`src/hw/rtl/piecewise_linear_interpolator_unit_macros.svh`:
```
// ----------------------------------------------------------------------------
// piecewise_linear_interpolator_unit_macros
// Assertion macros used by the interpolator unit RTL.
// ----------------------------------------------------------------------------
`ifndef PIECEWISE_LINEAR_INTERPOLATOR_UNIT_MACROS_SVH
`define PIECEWISE_LINEAR_INTERPOLATOR_UNIT_MACROS_SVH

// Implication checked on every clock edge outside reset.
`define PLI_ASSERT_IMP(label, clk, rst_n, ante, cons) \
    label: assert property (@(posedge clk) disable iff (!rst_n) (ante) |-> (cons)) \
        else $error("assertion failed");

// Next-cycle implication checked outside reset.
`define PLI_ASSERT_NEXT(label, clk, rst_n, ante, cons) \
    label: assert property (@(posedge clk) disable iff (!rst_n) (ante) |=> (cons)) \
        else $error("assertion failed");

`endif

```
`src/hw/rtl/pli_pkg.sv`:
```
// ----------------------------------------------------------------------------
// pli_pkg
// Shared types and codes for the piecewise linear interpolator.
// ----------------------------------------------------------------------------
`timescale 1ns / 1ps

package pli_pkg;

    localparam logic [1:0] KIND_INTERP = 2'd0;
    localparam logic [1:0] KIND_ADD    = 2'd1;
    localparam logic [1:0] KIND_CLEAR  = 2'd2;
    localparam logic [1:0] KIND_RSVD   = 2'd3;

    typedef enum logic [3:0] {
        ST_IDLE,
        ST_SCAN_REQ,
        ST_SCAN_CHK,
        ST_SHIFT_RD,
        ST_SHIFT_WR,
        ST_INSERT,
        ST_SEG_RD,
        ST_DIV,
        ST_MUL,
        ST_FINISH,
        ST_OUT
    } state_t;

    typedef struct packed {
        logic start;
        logic busy;
        logic done;
    } div_ctl_t;

endpackage

```
`src/hw/rtl/piecewise_linear_interpolator_unit.sv`:
```
// ----------------------------------------------------------------------------
// piecewise_linear_interpolator_unit
// An interpolate item scans the table entries in order and gives a clamped or exact
// result from them, or interpolates between two entries through the divider.
// An add item replaces the entry with the same x, or inserts, shifting later entries up;
// clear and unused items need no table access.
// Throughput: one item at a time; the next is taken the cycle after a result is registered.
// Reset: asynchronous, active low; empties the table, no clearing pass.
// ----------------------------------------------------------------------------
`timescale 1ns / 1ps
`include "piecewise_linear_interpolator_unit_macros.svh"

module piecewise_linear_interpolator_unit #(
    parameter int MAX_POINTS   = 64,
    parameter int SAMPLE_WIDTH = 16
) (
    input  logic                           clk,
    input  logic                           rst_n,
    input  logic                           in_valid,
    output logic                           in_stall,
    input  logic [1:0]                     kind,
    input  logic signed [SAMPLE_WIDTH-1:0] x_value,
    input  logic signed [SAMPLE_WIDTH-1:0] y_value,
    output logic                           out_valid,
    input  logic                           out_stall,
    output logic signed [SAMPLE_WIDTH-1:0] y_out,
    output logic                           status
);
    import pli_pkg::*;

    localparam int AW = $clog2(MAX_POINTS);
    localparam int CW = $clog2(MAX_POINTS + 1);
    localparam int SW = SAMPLE_WIDTH;
    localparam int DW = SW + 1;
    localparam int NW = 2 * SW + 2;

    // Memory holds {x, y} per entry.
    logic [2*SW-1:0] mem [MAX_POINTS];
    logic [2*SW-1:0] rd_data_reg;
    logic [AW-1:0]   rd_addr;
    logic            wr_en;
    logic [AW-1:0]   wr_addr;
    logic [2*SW-1:0] wr_data;

    state_t state_reg, state_next;
    logic [CW-1:0] count_reg, count_next;
    logic [CW-1:0] idx_reg, idx_next;
    logic [1:0]    kind_reg;
    logic signed [SW-1:0] xq_reg, yq_reg;
    logic signed [SW-1:0] x0_reg, y0_reg, x0_next, y0_next;
    logic signed [SW-1:0] res_reg, res_next;
    logic          st_reg, st_next;
    logic          ov_reg;
    logic signed [SW-1:0] y_out_reg;
    logic          status_reg;
    logic signed [NW-1:0] prod_reg;
    logic signed [DW-1:0] dx_reg;
    logic          div_start;
    div_ctl_t      dctl;
    logic signed [NW-1:0] quot;
    logic signed [SW-1:0] rx, ry;
    logic          accept;
    logic          out_load;

    assign rx = rd_data_reg[2*SW-1:SW];
    assign ry = rd_data_reg[SW-1:0];
    assign accept = in_valid && !in_stall;
    assign in_stall = (state_reg != ST_IDLE);
    // A finished result moves to the output register once that register is free.
    assign out_load = (state_reg == ST_OUT) && (!ov_reg || !out_stall);

    always_ff @(posedge clk)
    begin
        if (wr_en)
        begin
            mem[wr_addr] <= wr_data;
        end
        rd_data_reg <= mem[rd_addr];
    end

    always_comb
    begin
        state_next = state_reg;
        unique case (state_reg)
            ST_IDLE:
                if (accept)
                begin
                    if (kind == KIND_INTERP && count_reg != '0)
                        state_next = ST_SCAN_REQ;
                    else if (kind == KIND_ADD)
                        state_next = (count_reg == '0) ? ST_INSERT : ST_SCAN_REQ;
                    else
                        state_next = ST_FINISH;
                end
            ST_SCAN_REQ: state_next = ST_SCAN_CHK;
            ST_SCAN_CHK:
                if (kind_reg == KIND_ADD)
                begin
                    if (rx == xq_reg)
                        state_next = ST_FINISH;
                    else if (rx > xq_reg || idx_reg == count_reg - 1'b1)
                    begin
                        if (count_reg == CW'(MAX_POINTS))
                            state_next = ST_FINISH;
                        else if (rx > xq_reg)
                            state_next = ST_SHIFT_RD;
                        else
                            state_next = ST_INSERT;
                    end
                    else
                        state_next = ST_SCAN_REQ;
                end
                else
                begin
                    if (idx_reg == '0 && xq_reg <= rx)
                        state_next = ST_FINISH;
                    else if (rx == xq_reg)
                        state_next = ST_FINISH;
                    else if (rx > xq_reg)
                        state_next = ST_SEG_RD;
                    else if (idx_reg == count_reg - 1'b1)
                        state_next = ST_FINISH;
                    else
                        state_next = ST_SCAN_REQ;
                end
            ST_SHIFT_RD: state_next = ST_SHIFT_WR;
            ST_SHIFT_WR: state_next = ST_SHIFT_RD;
            ST_INSERT:   state_next = ST_FINISH;
            ST_SEG_RD:   state_next = ST_MUL;
            ST_MUL:      state_next = ST_DIV;
            ST_DIV:      state_next = dctl.done ? ST_FINISH : ST_DIV;
            ST_FINISH:   state_next = ST_OUT;
            ST_OUT:      state_next = out_load ? ST_IDLE : ST_OUT;
            default:     state_next = ST_IDLE;
        endcase
        if (state_reg == ST_SHIFT_WR && idx_next == idx_reg)
            state_next = ST_INSERT;
    end

    // Insertion index; during the shift, idx walks down from count to it.
    logic [CW-1:0] ins_reg, ins_next;

    always_comb
    begin
        count_next = count_reg;
        idx_next   = idx_reg;
        ins_next   = ins_reg;
        x0_next    = x0_reg;
        y0_next    = y0_reg;
        res_next   = res_reg;
        st_next    = st_reg;
        rd_addr    = idx_reg[AW-1:0];
        wr_en      = 1'b0;
        wr_addr    = idx_reg[AW-1:0];
        wr_data    = {xq_reg, yq_reg};
        div_start  = 1'b0;
        unique case (state_reg)
            ST_IDLE:
            begin
                idx_next = '0;
                ins_next = '0;
                res_next = '0;
                st_next  = 1'b0;
                if (accept && kind == KIND_CLEAR)
                    count_next = '0;
            end
            ST_SCAN_REQ: ;
            ST_SCAN_CHK:
            begin
                x0_next = rx;
                y0_next = ry;
                if (kind_reg == KIND_ADD)
                begin
                    if (rx == xq_reg)
                    begin
                        wr_en = 1'b1;
                    end
                    else if (rx > xq_reg || idx_reg == count_reg - 1'b1)
                    begin
                        if (count_reg == CW'(MAX_POINTS))
                            st_next = 1'b1;
                        else if (rx > xq_reg)
                        begin
                            ins_next = idx_reg;
                            idx_next = count_reg;
                        end
                        else
                            idx_next = count_reg;
                    end
                    else
                        idx_next = idx_reg + 1'b1;
                end
                else
                begin
                    if ((idx_reg == '0 && xq_reg <= rx) || rx == xq_reg)
                        res_next = ry;
                    else if (rx > xq_reg)
                        ;
                    else if (idx_reg == count_reg - 1'b1)
                        res_next = ry;
                    else
                        idx_next = idx_reg + 1'b1;
                end
            end
            ST_SHIFT_RD:
                rd_addr = AW'(idx_reg - 1'b1);
            ST_SHIFT_WR:
            begin
                wr_en    = 1'b1;
                wr_data  = rd_data_reg;
                idx_next = idx_reg - 1'b1;
                if (idx_reg - 1'b1 == ins_reg)
                    idx_next = idx_reg - 1'b1;
            end
            ST_INSERT:
            begin
                wr_en      = 1'b1;
                count_next = count_reg + 1'b1;
            end
            ST_SEG_RD:
                rd_addr = AW'(idx_reg - 1'b1);
            ST_MUL:
                rd_addr = AW'(idx_reg - 1'b1);
            ST_DIV:
            begin
                // Keep the lower point on the read port; its y is the base of the result.
                rd_addr   = AW'(idx_reg - 1'b1);
                div_start = !dctl.busy && !dctl.done;
                if (dctl.done)
                    res_next = SW'(rd_data_reg[SW-1:0] + SW'(quot));
            end
            ST_FINISH: ;
            ST_OUT: ;
            default: ;
        endcase
    end

    // Leave the shift loop once the slot at the insertion index is vacated.
    logic shift_last;
    assign shift_last = (state_reg == ST_SHIFT_WR) && (idx_reg - 1'b1 == ins_reg);

    always_ff @(posedge clk or negedge rst_n)
    begin
        if (!rst_n)
        begin
            state_reg  <= ST_IDLE;
            count_reg  <= '0;
            ov_reg     <= 1'b0;
        end
        else
        begin
            state_reg <= shift_last ? ST_INSERT : state_next;
            count_reg <= count_next;
            if (out_load)
                ov_reg <= 1'b1;
            else if (ov_reg && !out_stall)
                ov_reg <= 1'b0;
        end
    end

    always_ff @(posedge clk)
    begin
        idx_reg <= shift_last ? ins_reg : idx_next;
        ins_reg <= ins_next;
        x0_reg  <= x0_next;
        y0_reg  <= y0_next;
        res_reg <= res_next;
        st_reg  <= st_next;
        if (accept)
        begin
            kind_reg <= kind;
            xq_reg   <= x_value;
            yq_reg   <= y_value;
        end
        // x0/y0 hold the upper point here, rd_data holds the lower one.
        if (state_reg == ST_MUL)
        begin
            dx_reg <= DW'(x0_reg) - DW'(rx);
        end
        if (state_reg == ST_MUL)
        begin
            prod_reg <= NW'(DW'(xq_reg) - DW'(rx)) * NW'(DW'(y0_reg) - DW'(ry));
        end
        if (out_load)
        begin
            y_out_reg  <= res_reg;
            status_reg <= st_reg;
        end
    end

    pli_divider #(
        .NW(NW),
        .DW(DW)
    ) u_div (
        .clk   (clk),
        .rst_n (rst_n),
        .start (div_start),
        .numer (prod_reg),
        .denom (dx_reg),
        .ctl   (dctl),
        .quot  (quot)
    );

    assign out_valid = ov_reg;
    assign y_out     = y_out_reg;
    assign status    = status_reg;

    `PLI_ASSERT_IMP(a_stall_busy, clk, rst_n, state_reg != ST_IDLE, in_stall)
    `PLI_ASSERT_IMP(a_count_max, clk, rst_n, 1'b1, count_reg <= CW'(MAX_POINTS))
    `PLI_ASSERT_NEXT(a_clear, clk, rst_n, accept && kind == KIND_CLEAR, count_reg == '0)
    `PLI_ASSERT_IMP(a_div_idle, clk, rst_n, dctl.busy, state_reg == ST_DIV)

endmodule

```
`src/hw/rtl/pli_divider.sv`:
```
// ----------------------------------------------------------------------------
// pli_divider
// Restoring signed divider, one quotient bit per cycle, truncating to zero.
// ----------------------------------------------------------------------------
`timescale 1ns / 1ps

module pli_divider #(
    parameter int NW = 48,
    parameter int DW = 17
) (
    input  logic                 clk,
    input  logic                 rst_n,
    input  logic                 start,
    input  logic signed [NW-1:0] numer,
    input  logic signed [DW-1:0] denom,
    output pli_pkg::div_ctl_t    ctl,
    output logic signed [NW-1:0] quot
);
    import pli_pkg::*;

    localparam int CW = $clog2(NW + 1);

    logic [NW-1:0] q_reg, q_next;
    logic [DW:0]   r_reg, r_next;
    logic [DW-1:0] d_reg;
    logic          neg_reg;
    logic [CW-1:0] cnt_reg;
    logic          busy_reg, done_reg;
    logic [DW:0]   trial;
    logic [DW:0]   shifted;

    always_comb
    begin
        shifted = {r_reg[DW-1:0], q_reg[NW-1]};
        trial   = shifted - {1'b0, d_reg};
        q_next  = {q_reg[NW-2:0], ~trial[DW]};
        r_next  = trial[DW] ? shifted : trial;
    end

    always_ff @(posedge clk or negedge rst_n)
    begin
        if (!rst_n)
        begin
            busy_reg <= 1'b0;
            done_reg <= 1'b0;
            cnt_reg  <= '0;
        end
        else
        begin
            done_reg <= 1'b0;
            if (start)
            begin
                busy_reg <= 1'b1;
                cnt_reg  <= CW'(NW);
            end
            else if (busy_reg)
            begin
                cnt_reg <= cnt_reg - 1'b1;
                if (cnt_reg == CW'(1))
                begin
                    busy_reg <= 1'b0;
                    done_reg <= 1'b1;
                end
            end
        end
    end

    always_ff @(posedge clk)
    begin
        if (start)
        begin
            q_reg   <= numer[NW-1] ? NW'(-numer) : numer;
            d_reg   <= denom[DW-1] ? DW'(-denom) : denom;
            r_reg   <= '0;
            neg_reg <= numer[NW-1] ^ denom[DW-1];
        end
        else if (busy_reg)
        begin
            q_reg <= q_next;
            r_reg <= r_next;
        end
    end

    assign quot      = neg_reg ? NW'(-q_reg) : q_reg;
    assign ctl.start = start;
    assign ctl.busy  = busy_reg;
    assign ctl.done  = done_reg;

endmodule
```
`config.mk`:
```
export PLATFORM = sky130hd
export DESIGN_NAME = piecewise_linear_interpolator_unit
export DESIGN_NICKNAME = d
export VERILOG_FILES = /design/src/hw/rtl/pli_pkg.sv /design/src/hw/rtl/piecewise_linear_interpolator_unit.sv /design/src/hw/rtl/pli_divider.sv
export VERILOG_INCLUDE_DIRS = /design/src /design/src/hw/rtl
export SDC_FILE = /design/constraint.sdc
export NUM_CORES = 2
export LEC_CHECK = 0
export BUFFER_PORTS_ARGS = -buffer_cell sky130_fd_sc_hd__buf_2
export CAP_MARGIN = 20
export CORE_UTILIZATION = 54
export CTS_BUF_LIST = sky130_fd_sc_hd__clkbuf_16
export DETAILED_ROUTE_END_ITERATION = 10
export GPL_ROUTABILITY_DRIVEN = 0
export PLACE_DENSITY = 0.7
export SYNTH_ARGS = -nofsm -noshare
export SYNTH_HDL_FRONTEND = slang
export SYNTH_SLANG_ARGS = --single-unit
```
`constraint.sdc`:
```
create_clock -name clk -period 11.6 [get_ports clk]
set_input_delay 1.16 -clock clk [delete_from_list [all_inputs] [get_ports clk]]
set_output_delay 1.16 -clock clk [all_outputs]
set_load 0.05 [all_outputs]
```
== Word level (Yosys, flattened, before mapping) ==
Memory sizes are Yosys's and may differ from the RTL's. A register that Yosys moved wholly into a read port is not among the register bits.
Index checks and enable logic that the tools add are counted.

* Register bits: 254
* Bits in writable memories: 2048
* Bits of input ports: 38
* Output and inout bits: 19
* Memories: 1

{| class="wikitable"
|+ Memory list
! memory !! depth !! width !! read ports !! clocked after memory_dff !! wr ports !! RTL line !! text
|-
| mem || 64 || 32 || 1 || 1 || 1 || piecewise_linear_interpolator_unit.sv:38 || <nowiki>logic [2*SW-1:0] mem [MAX_POINTS];</nowiki>
|}

* Add/sub/neg operators: 13
* Multiply operators: 1
* $lt $le $gt $ge: 2
* Equality and inequality tests: 31
* Mux-type cells: 70
* Bitwise logic cells: 2
* Reduce and logical (&&, ||, !) cells: 34

{| class="wikitable"
|+ Operator list
! operator !! count
|-
| $mux 16 || 7
|-
| $mux 34 || 3
|-
| $mux 7 || 14
|-
| $mux 4 || 15
|-
| $sub 16x16->17 || 3
|-
| $pmux 16 s3 || 1
|-
| $pmux 4 s11 || 1
|-
| $mul 17x17->34 || 1
|-
| $neg 34->34 || 1
|-
| $mux 32 || 1
|-
| $pmux 7 s2 || 2
|-
| $eq 7x7->1 || 3
|-
| $pmux 7 s3 || 1
|-
| $mux 6 || 3
|-
| $sub 18x17->18 || 1
|-
| $mux 1 || 17
|-
| $mux 17 || 1
|-
| $neg 17->17 || 1
|-
| $add 16x16->16 || 1
|-
| $eq 16x16->1 || 1
|-
| $eq 4x3->1 const B || 4
|-
| $gt 16x16->1 || 1
|-
| $le 16x16->1 || 1
|-
| $ne 2x2->1 const B || 8
|-
| other kinds (33) || 61
|}

== Logic depth before layout (Yosys ltp) ==
* Depth after elaboration: 11
* Mapped depth: 36
* Depth with buffers taken out: 35

== By module ==
A second synthesis with hierarchy kept.

* Cell total of the unflattened synthesis: 5925
* Area total of the unflattened synthesis: 104904.4 um^2

{| class="wikitable"
|+ Modules (own cells, without submodules)
! module !! instances !! cells each !! area each (um^2)
|-
| piecewise_linear_interpolator_unit || 1 || 5266 || 99176.4
|-
| pli_divider || 1 || 659 || 5728.0
|}

== Worst setup path after synthesis ==
No wires, ideal clock.

* Path type: reg2reg
* From: register xq_reg[0]
* To: register prod_reg[33] (data pin)
* Library setup time: 0.264 ns
* Data arrival time: 8.212 ns
* Data required time: 11.336 ns
* Setup slack: 3.124 ns
* Cell stages (with the launch flop): 34
* Path buffers: 1
* Clock period less this slack: 8.476 ns
* Cell sequence: edfxtp_1 > inv_1 > ha_1 > inv_1 > fa_1 > a21o_1 > a21oi_1 > o21ai_1 > a311o_1 > a31oi_1 > nor2_1 > nor4b_1 > mux2_2 > clkbuf_1 > nand2_1 > fa_1 > inv_1 > fa_1 > fa_1 > fa_1 > fa_1 > inv_1 > fa_1 > inv_1 > ha_1 > a211oi_1 > o211ai_1 > a221o_1 > a211oi_1 > o21ai_0 > a21oi_1 > o21ai_0 > o31ai_1 > xnor2_1

* Cells in the longest elaborated chain, start to end: 2

{| class="wikitable"
|+ RTL lines
! what !! RTL line !! text
|-
| from (decl) || piecewise_linear_interpolator_unit.sv:49 || <nowiki>logic signed [SW-1:0] xq_reg, yq_reg;</nowiki>
|-
| from (signal assigned) || piecewise_linear_interpolator_unit.sv:272 || <nowiki>xq_reg <= x_value;</nowiki>
|-
| $sub 16x16->17 || piecewise_linear_interpolator_unit.sv:282 || <nowiki>prod_reg <= NW'(DW'(xq_reg) - DW'(rx)) * NW'(DW'(y0_reg) - DW'(ry));</nowiki>
|-
| $mul 17x17->34 || piecewise_linear_interpolator_unit.sv:282 ||
|-
| to (signal assigned) || piecewise_linear_interpolator_unit.sv:282 ||
|-
| to (decl) || piecewise_linear_interpolator_unit.sv:56 || <nowiki>logic signed [NW-1:0] prod_reg;</nowiki>
|}

Every way passes these cells.
A chain may end at the register's enable or synchronous reset.

== Worst setup path after layout ==
Same ends and word-level chain as after synthesis.

==> results.json <==
{
  "status": "finished, final reports clean",
  "diodes": 0,
  "relSlewSlack_pct": 15.8,
  "finalSetupTns_ns": 0,
  "rsz0062_at_grt": "false",
  "synthTopCellsByArea": "edfxtp_1 (65%), mux4_2 (14%), fa_1 (5.8%)",
  "grt_first_pass_wirelength_um": 378000,
  "ant_nets": 0,
  "avgSynthCellArea_um2": 17.9,
  "final.period_utilization_pct": 82.5,
  "worst_pin_slew_ns": 1.26,
  "dp_hpwl_um": 151000,
  "vias": 54746,
  "required_ns": 12.18,
  "fin_nets": 6529,
  "antenna_found_initial": 11,
  "cp-end-kind": "flop",
  "dpl.cell_count": 8308,
  "worstPathMaxFanout": 11,
  "ys_seq_area_share_pct": 66.5,
  "dieArea_mm2": 0.195,
  "path_clk_slew_ns": 0.06,
  "hold_viol_final": 0,
  "fp.dieW_um": 442,
  "timing_worst_setup_path_type": "reg -> reg",
  "drive_above_1_share_pct": 21.5,
  "cts_resized": 0,
  "largest_reg_flops": 2048,
  "slew_violations": 0,
  "cpLargestDelayFamily": "adder cells",
  "critPathLaunchType": "flop",
  "std_cell_rows": 161,
  "synth_nets": 6335,
  "netlist_instances": 5820,
  "first_global_vias": 55513,
  "start_util_pct": 54.3,
  "cts_tree": "yes",
  "post-cts-setup-buffer-count": 0,
  "crit_slowest_cell": "fa_1",
  "max-cap-violations": 0,
  "fp.dieH_um": 442,
  "grt_max_degree": 138,
  "cts_root_buf": "clkbuf_16",
  "r2r_slack_ns": 2.03,
  "wirelength_um": 259000,
  "synth_seq_cells": 2334,
  "fill_cells": 13746,
  "clock_sinks": 2334,
  "critPathBufInv": 6,
  "firstDrtPassIters": 8,
  "synth_top_area_share_pct": 65.0,
  "gr-total-overflow": 0,
  "synth-main-ff-cell": "edfxtp_1",
  "synth_cell_types": 76,
  "max_freq_mhz": 105,
  "clock_latency_ns": 0.92,
  "cts_htree_levels": 4,
  "period_needed_ns": 9.57,
  "worst_hold_path_type": "in -> async",
  "critPathArrivalTime_ns": 10.15,
  "viasPerCell": 6.26,
  "coreArea_mm2": 0.192,
  "avgRoutedWirePerCell_um": 29.6,
  "synth_edf_count": 2258,
  "drtIter0Drc": 6610,
  "critPathMostFrequentCell": "fa_1",
  "ys.warnings.count": 0,
  "grt_usage_pct": 26.8,
  "async_flop_share_pct": 0.857,
  "io_pins": 57,
  "setup_violations": 0,
  "skew_ns": 0.0766,
  "drc": 0,
  "netlist.top_cell.by_area": "edfxtp_1",
  "area_growth_pct": 11.5,
  "synth.cell_area_mm2": 0.104,
  "io_buffers": 56,
  "max_stage_delay_ns": 0.56,
  "final_cells": 8740,
  "cts_max_path_buffers": 3,
  "hold_buffers": 0,
  "cts_buffers": 225
}
## cell type report
cell class	instances	area (um2)	share of cell area [%]
tap	2526	3160	2.72
clock buffer	225	5630	4.84
multi-input combinational	2804	33100	28.4
timing repair buffer	226	1670	1.43
clock inverter	202	1830	1.57
sequential	2334	69400	59.6
inverter	423	1590	1.36
## synthesized netlist by cell type, types with 6 or more instances
master	instances
a211oi_1	16
mux2i_1	10
xor2_1	66
o22ai_1	17
o211ai_1	23
edfxtp_1	2258
a22o_1	6
a21o_1	21
dfxtp_1	56
o21a_1	25
ha_1	176
nand3b_1	7
buf_4	26
o21bai_1	6
dfrtp_1	20
fa_1	301
a22oi_1	66
inv_1	419
nor3_1	45
a31oi_1	21
or3_1	33
nand2_1	371
mux4_2	640
or2_2	10
nand4_1	8
and2_1	20
o21ai_0	152
o41ai_1	7
a21oi_1	88
nor4_1	11
buf_2	63
o31ai_1	29
nor2_1	273
xnor2_1	138
nand2b_1	34
or4_1	6
clkbuf_1	144
and3_1	22
nand3_1	53
nor2b_1	29
buf_1	21
## cells by family (layout without fill, tap and decap cells)
family / Yosys count / in the layout / synth area share [%]
xor gates and xnor gates: 204 / 204 / 1.71
adders and majority gates: 477 / 477 / 7.88
DFF: 2334 / 2334 / 66.5
and+or+nand+nor: 939 / 939 / 4.02
buffers and inverters: 682 / 1076 / 2.66
muxes: 651 / 651 / 13.9
AOI/OAI and AO/OA: 533 / 533 / 3.30
## cell usage in the layout (no fill, tap or decap), types with 65 or more instances in the layout
cell       synthesis  layout
inv_1            419     468
nand2_1          371     370
nor2_1           273     209
xnor2_1          138     135
a22oi_1           66      66
ha_1             176     176
edfxtp_1        2258    2258
nor2_4             1      65
mux4_2           640     640
xor2_1            66      66
fa_1             301     301
buf_4             26     160
a21oi_1           88      88
o21ai_0          152     121
clkbuf_16          0     225
## worst paths after layout
kind / to / depth (start not counted) / from
worst min-delay path: u_div.cnt_reg[0] / 1 / rst_n
min in group clk: x0_reg[7] / 0 / rd_data_reg[23]
worst max register to register: prod_reg[33] / 33 / xq_reg[0]
max in group asynchronous: state_reg[1] / 1 / rst_n
worst min register to register: x0_reg[7] / 0 / rd_data_reg[23]
worst max-delay path: prod_reg[33] / 33 / xq_reg[0]
## through the flow
stage	setup WS [ns]	hold WS, ns	utilization [%]	area (um2)
finish	2.03	0.268	60.6	116000
global route	1.45	0.280	60.6	116000
CTS	2.08	0.238	60.5	116000
detailed placement	2.15	0.405	56.7	109000
global placement	2.34	0.407	56.7	109000
floorplan	3.12	0.400	-	104000
## metal layers
layer  part of all wire [%]  GRT usage [%]  up-vias
met5                  0.016              0        -
met4                    4.1           10.2        8
met3                    9.6           5.80      488
met2                     48           42.8     2598
met1                     38           36.6    28714
li1                       -              -    22938
Power is not shown: default switching activity piles up to over one toggle a cycle in this logic, so the estimate is an artifact.
